**src/sv/mlcd_pkg.sv**
```systemverilog
`timescale 1ns / 1ps
// ----------------------------------------------------------------------------
// mlcd_pkg: shared definitions for the length-prefixed CRC-16 deframer
// Payload structs, phase and status codes, register indexes, reset values
// and the byte-wide CRC-16/CCITT update.
// ----------------------------------------------------------------------------
package mlcd_pkg;

  localparam int unsigned MAX_PAYLOAD_DEFAULT = 256;

  localparam logic [7:0]  MAGIC_FIRST  = 8'h4D;
  localparam logic [7:0]  MAGIC_SECOND = 8'h50;
  localparam logic [15:0] CRC_INIT     = 16'hFFFF;
  localparam logic [15:0] CRC_POLY     = 16'h1021;
  localparam logic [15:0] IDLE_MAX     = 16'hFFFF;

  localparam logic [15:0] LENGTH_LIMIT_RESET  = 16'd256;
  localparam logic [15:0] TIMEOUT_TICKS_RESET = 16'd1000;

  localparam int unsigned CFG_IDX_W  = 1;
  localparam int unsigned CFG_DATA_W = 16;

  localparam logic [CFG_IDX_W-1:0] CFG_LENGTH_LIMIT  = 1'b0;
  localparam logic [CFG_IDX_W-1:0] CFG_TIMEOUT_TICKS = 1'b1;

  typedef enum logic {
    OP_BYTE = 1'b0,
    OP_TICK = 1'b1
  } mlcd_op_t;

  typedef enum logic [2:0] {
    PH_HUNT    = 3'd0,
    PH_MAGIC1  = 3'd1,
    PH_LEN_HI  = 3'd2,
    PH_LEN_LO  = 3'd3,
    PH_PAYLOAD = 3'd4,
    PH_CRC_HI  = 3'd5,
    PH_CRC_LO  = 3'd6
  } mlcd_phase_t;

  typedef enum logic [2:0] {
    ST_OK      = 3'd0,
    ST_MAGIC   = 3'd1,
    ST_LENGTH  = 3'd2,
    ST_CRC     = 3'd3,
    ST_TIMEOUT = 3'd4
  } mlcd_status_t;

  typedef struct packed {
    mlcd_op_t   op;
    logic [7:0] data_byte;
  } mlcd_in_t;

  typedef struct packed {
    logic [7:0]   out_byte;
    logic         last;
    mlcd_status_t status;
    logic [15:0]  payload_length;
  } mlcd_out_t;

  // CRC-16/CCITT, MSB first, one byte folded in per call.
  function automatic logic [15:0] crc_fold(input logic [15:0] crc_in,
                                           input logic [7:0]  b);
    logic [15:0] c;
    c = crc_in ^ {b, 8'h00};
    for (int k = 0; k < 8; k++) begin
      if (c[15]) begin
        c = {c[14:0], 1'b0} ^ CRC_POLY;
      end else begin
        c = {c[14:0], 1'b0};
      end
    end
    return c;
  endfunction

endpackage

```
**src/sv/magic_length_crc16_deframer.sv**
```systemverilog
`timescale 1ns / 1ps
// ----------------------------------------------------------------------------
// magic_length_crc16_deframer: length-prefixed frame deframer with CRC-16
// Hunts for the two magic bytes, reads a 16-bit length, passes the payload
// through and checks the trailing CRC, ending each frame with a status item.
// ----------------------------------------------------------------------------
// The deframer takes one input transfer per clock cycle while in_stall is low,
// either a received byte or an idle tick, and produces at most one result
// transfer for it. The frame parser, the byte-wide CRC update and the idle
// counter all settle in the same cycle as the input transfer, so the
// sustained rate is one item per cycle while the input is not stalled. Results
// land in an output register backed by a one-entry skid register; the input
// side stalls only while the skid register holds a result, that is while the
// output register is full, downstream has stalled, and another result arrived.
// A frame is 0x4D 0x50, a big-endian length (1 to the smaller of length_limit
// and MAX_PAYLOAD), the payload, then a big-endian CRC-16/CCITT (init 0xFFFF,
// polynomial 0x1021) over the payload. Every attempt past the first magic
// byte ends with exactly one result marked last that carries the status.
module magic_length_crc16_deframer #(
  parameter int unsigned MAX_PAYLOAD = mlcd_pkg::MAX_PAYLOAD_DEFAULT
) (
  input  logic                                clk,
  input  logic                                rst,
  input  logic                                in_valid,
  output logic                                in_stall,
  input  mlcd_pkg::mlcd_in_t                  in_data,
  output logic                                out_valid,
  input  logic                                out_stall,
  output mlcd_pkg::mlcd_out_t                 out_data,
  input  logic                                cfg_we,
  input  logic [mlcd_pkg::CFG_IDX_W-1:0]      cfg_index,
  input  logic [mlcd_pkg::CFG_DATA_W-1:0]     cfg_data
);
  import mlcd_pkg::*;

  // The byte counter only ever reaches the accepted length, which is bounded
  // by MAX_PAYLOAD.
  localparam int unsigned CntW        = $clog2(MAX_PAYLOAD + 1);
  localparam logic [15:0] MaxPayloadW = 16'(MAX_PAYLOAD);

  // Configuration registers.
  logic [15:0] length_limit;
  logic [15:0] timeout_ticks;

  // Frame state.
  mlcd_phase_t     phase, phase_next;
  logic [15:0]     frame_length, frame_length_next;
  logic [CntW-1:0] bytes_seen, bytes_seen_next;
  logic [15:0]     running_crc, running_crc_next;
  logic [7:0]      crc_high_byte, crc_high_byte_next;
  logic [15:0]     idle_count, idle_count_next;

  // Output register and skid register.
  logic      skid_valid;
  mlcd_out_t skid_data;

  logic        accept;
  logic        res_valid;
  mlcd_out_t   res;
  logic        out_fire;
  logic [15:0] eff_limit;
  logic [15:0] len_full;
  logic [15:0] idle_inc;
  logic [CntW-1:0] cnt_inc;
  logic [15:0] crc_got;

  assign in_stall = skid_valid;
  assign accept   = in_valid && !in_stall;
  assign out_fire = out_valid && !out_stall;

  assign eff_limit = (length_limit > MaxPayloadW) ? MaxPayloadW : length_limit;
  assign len_full  = {frame_length[15:8], in_data.data_byte};
  assign idle_inc  = (idle_count == IDLE_MAX) ? idle_count : idle_count + 16'd1;
  assign cnt_inc   = bytes_seen + 1'b1;
  assign crc_got   = {crc_high_byte, in_data.data_byte};

  // The user must issue configuration writes only while the block is idle; the block itself does not enforce this.
  always_ff @(posedge clk) begin
    if (rst) begin
      length_limit  <= LENGTH_LIMIT_RESET;
      timeout_ticks <= TIMEOUT_TICKS_RESET;
    end else if (cfg_we) begin
      unique case (cfg_index)
        CFG_LENGTH_LIMIT:  length_limit  <= cfg_data;
        CFG_TIMEOUT_TICKS: timeout_ticks <= cfg_data;
      endcase
    end
  end

  // Parser: next frame state and the result, if any, for the input item.
  always_comb begin
    phase_next         = phase;
    frame_length_next  = frame_length;
    bytes_seen_next    = bytes_seen;
    running_crc_next   = running_crc;
    crc_high_byte_next = crc_high_byte;
    idle_count_next    = idle_count;
    res_valid          = 1'b0;
    res                = '{out_byte: 8'h00, last: 1'b0, status: ST_OK,
                           payload_length: 16'h0000};

    if (in_data.op == OP_TICK) begin
      // Ticks only count inside a frame.
      if (phase != PH_HUNT) begin
        if (idle_inc >= timeout_ticks) begin
          res_valid  = 1'b1;
          res.last   = 1'b1;
          res.status = ST_TIMEOUT;
        end else begin
          idle_count_next = idle_inc;
        end
      end
    end else begin
      idle_count_next = 16'h0000;
      unique case (phase)
        PH_HUNT: begin
          if (in_data.data_byte == MAGIC_FIRST) begin
            phase_next = PH_MAGIC1;
          end
        end
        PH_MAGIC1: begin
          if (in_data.data_byte != MAGIC_SECOND) begin
            res_valid  = 1'b1;
            res.last   = 1'b1;
            res.status = ST_MAGIC;
          end else begin
            phase_next = PH_LEN_HI;
          end
        end
        PH_LEN_HI: begin
          frame_length_next = {in_data.data_byte, 8'h00};
          phase_next        = PH_LEN_LO;
        end
        PH_LEN_LO: begin
          frame_length_next = len_full;
          if (len_full == 16'h0000 || len_full > eff_limit) begin
            res_valid  = 1'b1;
            res.last   = 1'b1;
            res.status = ST_LENGTH;
          end else begin
            bytes_seen_next  = '0;
            running_crc_next = CRC_INIT;
            phase_next       = PH_PAYLOAD;
          end
        end
        PH_PAYLOAD: begin
          running_crc_next = crc_fold(running_crc, in_data.data_byte);
          bytes_seen_next  = cnt_inc;
          if (16'(cnt_inc) >= frame_length) begin
            phase_next = PH_CRC_HI;
          end
          res_valid    = 1'b1;
          res.out_byte = in_data.data_byte;
        end
        PH_CRC_HI: begin
          crc_high_byte_next = in_data.data_byte;
          phase_next         = PH_CRC_LO;
        end
        PH_CRC_LO: begin
          res_valid = 1'b1;
          res.last  = 1'b1;
          if (crc_got != running_crc) begin
            res.status = ST_CRC;
          end else begin
            res.status         = ST_OK;
            res.payload_length = frame_length;
          end
        end
        default: begin
          phase_next = PH_HUNT;
        end
      endcase
    end

    // Any status item, and any byte seen in an unknown phase code, returns the
    // frame state to its reset values.
    if ((res_valid && res.last) ||
        (in_data.op == OP_BYTE && phase != PH_HUNT && phase != PH_MAGIC1 &&
         phase != PH_LEN_HI && phase != PH_LEN_LO && phase != PH_PAYLOAD &&
         phase != PH_CRC_HI && phase != PH_CRC_LO)) begin
      phase_next         = PH_HUNT;
      frame_length_next  = 16'h0000;
      bytes_seen_next    = '0;
      running_crc_next   = CRC_INIT;
      crc_high_byte_next = 8'h00;
      idle_count_next    = 16'h0000;
    end
  end

  always_ff @(posedge clk) begin
    if (rst) begin
      phase         <= PH_HUNT;
      frame_length  <= 16'h0000;
      bytes_seen    <= '0;
      running_crc   <= CRC_INIT;
      crc_high_byte <= 8'h00;
      idle_count    <= 16'h0000;
    end else if (accept) begin
      phase         <= phase_next;
      frame_length  <= frame_length_next;
      bytes_seen    <= bytes_seen_next;
      running_crc   <= running_crc_next;
      crc_high_byte <= crc_high_byte_next;
      idle_count    <= idle_count_next;
    end
  end

  // Output register with skid. While the skid register is full the input
  // side is stalled, so no new result can arrive at the same time.
  always_ff @(posedge clk) begin
    if (rst) begin
      out_valid  <= 1'b0;
      skid_valid <= 1'b0;
    end else if (skid_valid) begin
      if (out_fire) begin
        out_data   <= skid_data;
        skid_valid <= 1'b0;
      end
    end else if (accept && res_valid) begin
      if (!out_valid || out_fire) begin
        out_data  <= res;
        out_valid <= 1'b1;
      end else begin
        skid_data  <= res;
        skid_valid <= 1'b1;
      end
    end else if (out_fire) begin
      out_valid <= 1'b0;
    end
  end

  // The skid register is only ever filled behind a full output register.
  a_skid_behind_out: assert property (@(posedge clk) disable iff (rst)
    skid_valid |-> out_valid)
    else $error("skid register holds a result while the output is empty");

  // Inside the payload the length is accepted and the count is short of it.
  a_payload_count: assert property (@(posedge clk) disable iff (rst)
    (phase == PH_PAYLOAD) |->
      (frame_length != 16'h0000 && frame_length <= MaxPayloadW &&
       16'(bytes_seen) < frame_length))
    else $error("payload byte count out of range");

  // A status item always sends the parser back to hunting.
  a_status_hunts: assert property (@(posedge clk) disable iff (rst)
    (accept && res_valid && res.last) |=> (phase == PH_HUNT))
    else $error("parser did not return to hunting after a status");

  // Payload items carry no status and no length.
  a_payload_item: assert property (@(posedge clk) disable iff (rst)
    (out_valid && !out_data.last) |->
      (out_data.status == ST_OK && out_data.payload_length == 16'h0000))
    else $error("payload item with status or length set");

  // An ok status reports a length that was within bounds.
  a_ok_length: assert property (@(posedge clk) disable iff (rst)
    (out_valid && out_data.last && out_data.status == ST_OK) |->
      (out_data.payload_length != 16'h0000 && out_data.payload_length <= MaxPayloadW
       && out_data.out_byte == 8'h00))
    else $error("ok status with an impossible length");

endmodule

```
**config.mk**
```make
export PLATFORM = sky130hd
export DESIGN_NAME = magic_length_crc16_deframer
export DESIGN_NICKNAME = d
export VERILOG_FILES = /design/src/sv/mlcd_pkg.sv /design/src/sv/magic_length_crc16_deframer.sv
export SDC_FILE = /design/constraint.sdc
export NUM_CORES = 1
export LEC_CHECK = 0
export ABC_CLOCK_PERIOD_IN_PS = 8400
export BUFFER_PORTS_ARGS = -buffer_cell sky130_fd_sc_hd__buf_2
export CAP_MARGIN = 25
export CORE_MARGIN = 2
export CORE_UTILIZATION = 30
export CTS_CLUSTER_SIZE = 10
export DETAILED_ROUTE_END_ITERATION = 7
export PLACE_DENSITY_LB_ADDON = 0.08
export SETUP_SLACK_MARGIN = 0.05
export SLEW_MARGIN = 25
export SYNTH_ARGS = -nofsm -noshare
export SYNTH_HDL_FRONTEND = slang
export SYNTH_SLANG_ARGS = --single-unit
```
**constraint.sdc**
```tcl
create_clock -name clk -period 8.4 [get_ports clk]
set_clock_uncertainty 0.15 [all_clocks]
set_input_delay 1.68 -clock clk [delete_from_list [all_inputs] [get_ports clk]]
set_output_delay 1.68 -clock clk [all_outputs]
set_load 0.05 [all_outputs]
```
# Word level (Yosys, flattened, before mapping)
# Index checks and enable logic that the tools add are counted.
# totals
regBits	158
latch_bits	0
mem_bits_rw	0
romBits	0
out_inout_bits	30
word_cells	183
n_memories	0
# op_classes
addsub	2
multipliers	0
n_div	0
order_cmp	4
n_eq_ne	27
shift	0
n_mux	78
bitwise	14
n_reduce_logical	39
# ops
cell	n
$mux W16	28
$mux W28	4
$mux W13	8
$pmux W16 S2	2
$mux W8	5
$mux W9	3
$not A3 Y3	8
$ne A3 B3 Y1 const B	7
$pmux W3 S7	1
$mux W4	5
$mux W3	6
$pmux W9 S2	1
$add A16 B1 Y16 const B	1
$eq A16 B16 Y1 const B	1
$ge A16 B16 Y1	1
$ge A9 B16 Y1	1
$gt A16 B16 Y1	1
$gt A16 B9 Y1 const B	1
$logic_not A16 Y1	1
$ne A16 B16 Y1	1
$reduce_and A4 Y1	4
$xor A16 B16 Y16	1
$mux W1	12
$pmux W4 S3	1
23 further kinds	60

# Depth between registers and ports, before layout
# logic_depth
word_depth	34
depth_mapped	19
mapped_depth_nobuf	15

# Least setup slack after synthesis
# OpenSTA, ideal clock, no wires.
# synth_timing
path_kind	input-to-reg
start	input port in_data[7] (netlist bit)
end	register out_data[0] (netlist bit), enable pin
setup_ns	0.460
t_arrival_ns	5.421
required_ns	7.790
setup_slack_ns	2.369
cell_stages	9
cell_sequence	ha_1 nand2_1 o21ai_0 a21oi_1 o211ai_1 nand3_2 o211ai_1 o21bai_1 a221oi_1
# synth_between
elab_chain_cells	8
# synth_lines
element	line_no	source
start, declared	magic_length_crc16_deframer.sv:26	input mlcd_pkg::mlcd_in_t in_data,
$gt A16 B16 Y1 / $logic_not A16 Y1 (equally long branches)	magic_length_crc16_deframer.sv:136	if (len_full == 16'h0000 || len_full > eff_limit) begin
$logic_or A1 B1 Y1	magic_length_crc16_deframer.sv:136	
$mux W1	magic_length_crc16_deframer.sv:136	
$pmux W1 S3 (*)	magic_length_crc16_deframer.sv:115	unique case (phase)
$mux W1 (*)	magic_length_crc16_deframer.sv:102	if (in_data.op == OP_TICK) begin
$logic_and A1 B1 Y1 (*)	magic_length_crc16_deframer.sv:219	end else if (accept && res_valid) begin
$reduce_bool A2 Y1 (no source line) (*)	-	
$reduce_and A4 Y1 (no source line) (*)	-	
end signal, assigned	magic_length_crc16_deframer.sv:216	out_data <= skid_data;
end signal, assigned	magic_length_crc16_deframer.sv:221	out_data <= res;
end, declared	magic_length_crc16_deframer.sv:29	output mlcd_pkg::mlcd_out_t out_data,
# Mark *: on every way between the ends. The rest lies on a longest branch, timed or not.
# A chain may end at the register's enable or synchronous reset.

# Worst setup path after layout
# layout_timing
start	register idle_count[4]
end	register out_data[26] (netlist bit), enable pin
# layout_between
elab_chain_cells	9
# layout_lines
element	line_no	source
start, declared	magic_length_crc16_deframer.sv:51	logic [15:0] idle_count, idle_count_next;
start signal, assigned	magic_length_crc16_deframer.sv:204	idle_count <= idle_count_next;
$add A16 B1 Y16 / $eq A16 B16 Y1 (equally long branches)	magic_length_crc16_deframer.sv:73	assign idle_inc = (idle_count == IDLE_MAX) ? idle_count : idle_count + 16'd1;
$mux W16 (*)	magic_length_crc16_deframer.sv:73	
$ge A16 B16 Y1 (*)	magic_length_crc16_deframer.sv:105	if (idle_inc >= timeout_ticks) begin
$mux W1 (*)	magic_length_crc16_deframer.sv:105	
$mux W1 (*)	magic_length_crc16_deframer.sv:104	if (phase != PH_HUNT) begin
$mux W1 (*)	magic_length_crc16_deframer.sv:102	
$logic_and A1 B1 Y1 (*)	magic_length_crc16_deframer.sv:219	
$reduce_bool A2 Y1 (no source line) (*)	-	
$reduce_and A4 Y1 (no source line) (*)	-	
# Marks and branches as above.

==> flow_summary.json <==
{
  "layout-area-overhead-vs-synth_pct": 14.9,
  "num_vias": 6472,
  "synth.yosys.warnings": 0,
  "antenna_left": 0,
  "critical_path_required_ns": 8.34,
  "insertion_delay_ns": 0.43,
  "yosys_most_used_dff": "sky130_fd_sc_hd__dfxtp_1",
  "fin_setup_tns_ns": 0,
  "status": "finished clean",
  "place_congestion": 0.804,
  "core_region_area_um2": 27900,
  "cts_tree": "done",
  "timing.fmax_mhz": 206,
  "rsz0062_at_grt": "false",
  "cts_root_buffer": "sky130_fd_sc_hd__clkbuf_16",
  "grt-ovfl-total": 0,
  "htreeDepth": 4,
  "synth.top_cell.area_share_pct": 24.0,
  "critical_path_cell_count": 14,
  "synth.top_cells.by_area": "sky130_fd_sc_hd__dfxtp_1 (24%), sky130_fd_sc_hd__edfxtp_1 (20%), sky130_fd_sc_hd__ha_1 (6.3%)",
  "p_leak_nw": 3.57,
  "worst_setup_path_startpoint": "idle_count[4]",
  "crit_fanout": 28,
  "ir_drop_uv": 113,
  "final_layout_size_suffix_gt1_share_pct": 14.9,
  "period_minus_slack_ns": 4.85,
  "path_clk_slew_ns": 0.07,
  "vias_per_cell": 4.83,
  "setup_viol_count_final": 0,
  "path_class": "reg2reg",
  "cts_made_buffers": 17,
  "total_power_w": 0.00167,
  "placement.io_buffers": 60,
  "route.detailed.wl_per_inst_um": 16.4,
  "cpLargestDelayFamily": "compound AO/OA/AOI/OAI gates",
  "drc_errors": 0,
  "totalWireLength_um": 22000,
  "dp_hpwl_um": 15800,
  "crit_path_start_kind": "flop",
  "hp-start": "timeout_ticks[14]",
  "fillers": 2892,
  "seq_area_frac_synth_pct": 43.7,
  "synth-edff-count": 56,
  "detailedRoute.firstPassIterationCount": 4,
  "grt_antenna_before_repair": 1,
  "first_global_vias": 6458,
  "worst_r2r_path_depth": 14,
  "timing.final.hold_violations": 0,
  "worst_pin_slew_ns": 1.01,
  "endpoint_kind": "flop",
  "grt_start_max_net_pins": 74,
  "die_w_um": 173,
  "netlist-cell-type-count": 66,
  "fp-row-count": 61,
  "die_height_um": 173,
  "layout.cells.non_filler": 1339,
  "yosys.cell_count.top_type": "sky130_fd_sc_hd__nand2_1",
  "post-place-cells": 1307,
  "first_iter_violations": 408,
  "post-cts-setup-buffer-count": 0,
  "fp.dieArea_um2": 29800,
  "synth_top_family_by_area": "simple AND/OR/NAND/NOR gates",
  "timing.rr.start": "idle_count[4]",
  "power-per-cell-area_nw_per_um2": 170,
  "cp_num_buf_inv": 1,
  "synth-xor-area-share_pct": 5.86,
  "finished_layout_cell_area_um2": 9790,
  "post_cts_resize_count": 0,
  "post_synth_fa_ha_maj_area_fraction_pct": 6.31,
  "synthesis.instances": 900,
  "max_cap_viol_count": 0,
  "synth_area_leader_cell": "sky130_fd_sc_hd__dfxtp_1",
  "io_pins": 61,
  "r2r_setup_slack_ns": 3.55,
  "global_route.usage.total_pct": 15.1,
  "syn-cell-area_um2": 8520,
  "slew_violations": 0,
  "chain_of_cells_forming_the_critical_path": "and4_1 -> nand4_1 -> or4_1 -> and3_1 -> xor2_1 -> ha_1 -> o2111ai_1 -> a311oi_1 -> nor2_1 -> a211o_1 -> o211ai_1 -> o21bai_1 -> a221oi_4 -> buf_4",
  "crit_path_end": "out_data[26]",
  "synth_compound_gate_area_share_pct": 13.6,
  "n_antenna_cell": 0,
  "initial_utilization_pct": 30.6,
  "worst_slew_margin_rel_pct": 32.1,
  "nets": 1022,
  "syn_avg_cell_area_um2": 9.47,
  "grt_pass1_wl_um": 35800,
  "timing.critical_path.arrival_ns": 4.79,
  "flops_latches_synth": 158,
  "hold_class": "reg2reg",
  "placed_cell_area_um2": 9200,
  "synth_async_sr_flop_share_pct": 0,
  "muxShareOfSynthArea_pct": 5.78,
  "slowest_delay_ns": 0.63,
  "holdBufCountCts": 0,
  "critPathSlowestCell": "sky130_fd_sc_hd__or4_1",
  "rr_endpoint": "out_data[26]",
  "post_synth_most_frequent_cells": "sky130_fd_sc_hd__nand2_1 (118), sky130_fd_sc_hd__dfxtp_1 (102), sky130_fd_sc_hd__nor2_1 (67)",
  "clock-sinks": 158,
  "cts-root-to-sink-buffers": 2,
  "fraction_of_the_cycle_the_final_worst_path_needs_pct": 57.7,
  "synth-simple-area-share_pct": 21.0
}
## how the worst min path moves through the flow
| stage | slack, ns | end | depth (start not counted) |
|---|---|---|---|
| 2_1_floorplan | 0.29 | length_limit[11] | 2 |
| 4_1_cts | 0.31 | timeout_ticks[12] | 2 |
| 3_3_place_gp | 0.29 | length_limit[12] | 2 |
| 6_report | 0.30 | timeout_ticks[14] | 2 |
| 3_5_place_dp | 0.30 | timeout_ticks[12] | 2 |
| 5_1_grt | 0.32 | timeout_ticks[12] | 2 |
## metrics by stage
step,setup slack (ns),hold WS (ns),utilization [%]
2_1_floorplan,2.37,0.286,-
3_5_place_dp,3.45,0.297,33.0
4_1_cts,3.54,0.306,35.1
3_3_place_gp,3.49,0.295,33.0
5_1_grt,3.13,0.318,35.2
6_report,3.55,0.304,35.2
## metal layers
layer  share of wire (%)  global-route usage [%]  vias to the layer above
met5               0.059                       0                        -
met3                 4.0                    2.99                       26
met4                 1.7                    4.42                        2
met2                  45                    24.1                      118
li1                    -                       -                     3298
met1                  49                    20.6                     3028
## cells by family after synthesis
group	count (synthesis)
xor gates and xnor gates	57
AOI/OAI and AO/OA	166
DFF	158
buffers and inverters	77
and+or+nand+nor	352
adders and majority gates	43
muxes	46
other	1
## area by class of cell
| cell class | instances | area, µm² | area share [%] |
|---|---|---|---|
| clock buffers | 17 | 425 | 4.34 |
| clock inverters | 15 | 166 | 1.70 |
| inverters | 36 | 135 | 1.38 |
| multi-input cells | 671 | 4540 | 46.3 |
| flip-flops and latches | 158 | 3720 | 38.0 |
| well taps | 378 | 473 | 4.83 |
| repair buffers | 64 | 333 | 3.40 |
## power breakdown
| group | internal [W] | total, W | switching [W] |
|---|---|---|---|
| Sequential | 0.000793 | 0.000798 | 0.00000459 |
| Clock | 0.000401 | 0.000781 | 0.000379 |
| Combinational | 0.0000310 | 0.0000877 | 0.0000566 |
| Total | 0.00123 | 0.00167 | 0.000440 |
## worst register-to-register path: stages (launching register included)
cell                        delay, ns
sky130_fd_sc_hd__dfxtp_1         0.46
sky130_fd_sc_hd__and4_1          0.29
sky130_fd_sc_hd__nand4_1         0.20
sky130_fd_sc_hd__or4_1           0.63
sky130_fd_sc_hd__and3_1          0.28
sky130_fd_sc_hd__xor2_1          0.15
sky130_fd_sc_hd__ha_1            0.27
sky130_fd_sc_hd__o2111ai_1       0.11
sky130_fd_sc_hd__a311oi_1        0.30
sky130_fd_sc_hd__nor2_1          0.12
sky130_fd_sc_hd__a211o_1         0.39
sky130_fd_sc_hd__o211ai_1        0.31
sky130_fd_sc_hd__o21bai_1        0.20
sky130_fd_sc_hd__a221oi_4        0.27
sky130_fd_sc_hd__buf_4           0.37
## placed cells by master, fill, tap and decap left out, drive strengths merged, types with 28 or more instances in the layout
master / instances
a21oi: 65
and2: 29
buf: 64
dfxtp: 102
edfxtp: 56
ha: 43
inv: 45
nand2: 118
nand3b: 28
nor2: 68
xor2: 31
## state kept, by name (all words and copies together) (netlist names)
| signal | count |
|---|---|
| phase | 3 |
| in_stall | 1 |
| skid_data | 28 |
| out_valid | 1 |
| idle_count | 16 |
| bytes_seen | 9 |
| out_data | 28 |
| frame_length | 16 |
| running_crc | 16 |
| length_limit | 16 |
| crc_high_byte | 8 |
| timeout_ticks | 16 |
(Power assumes the default switching activity.)
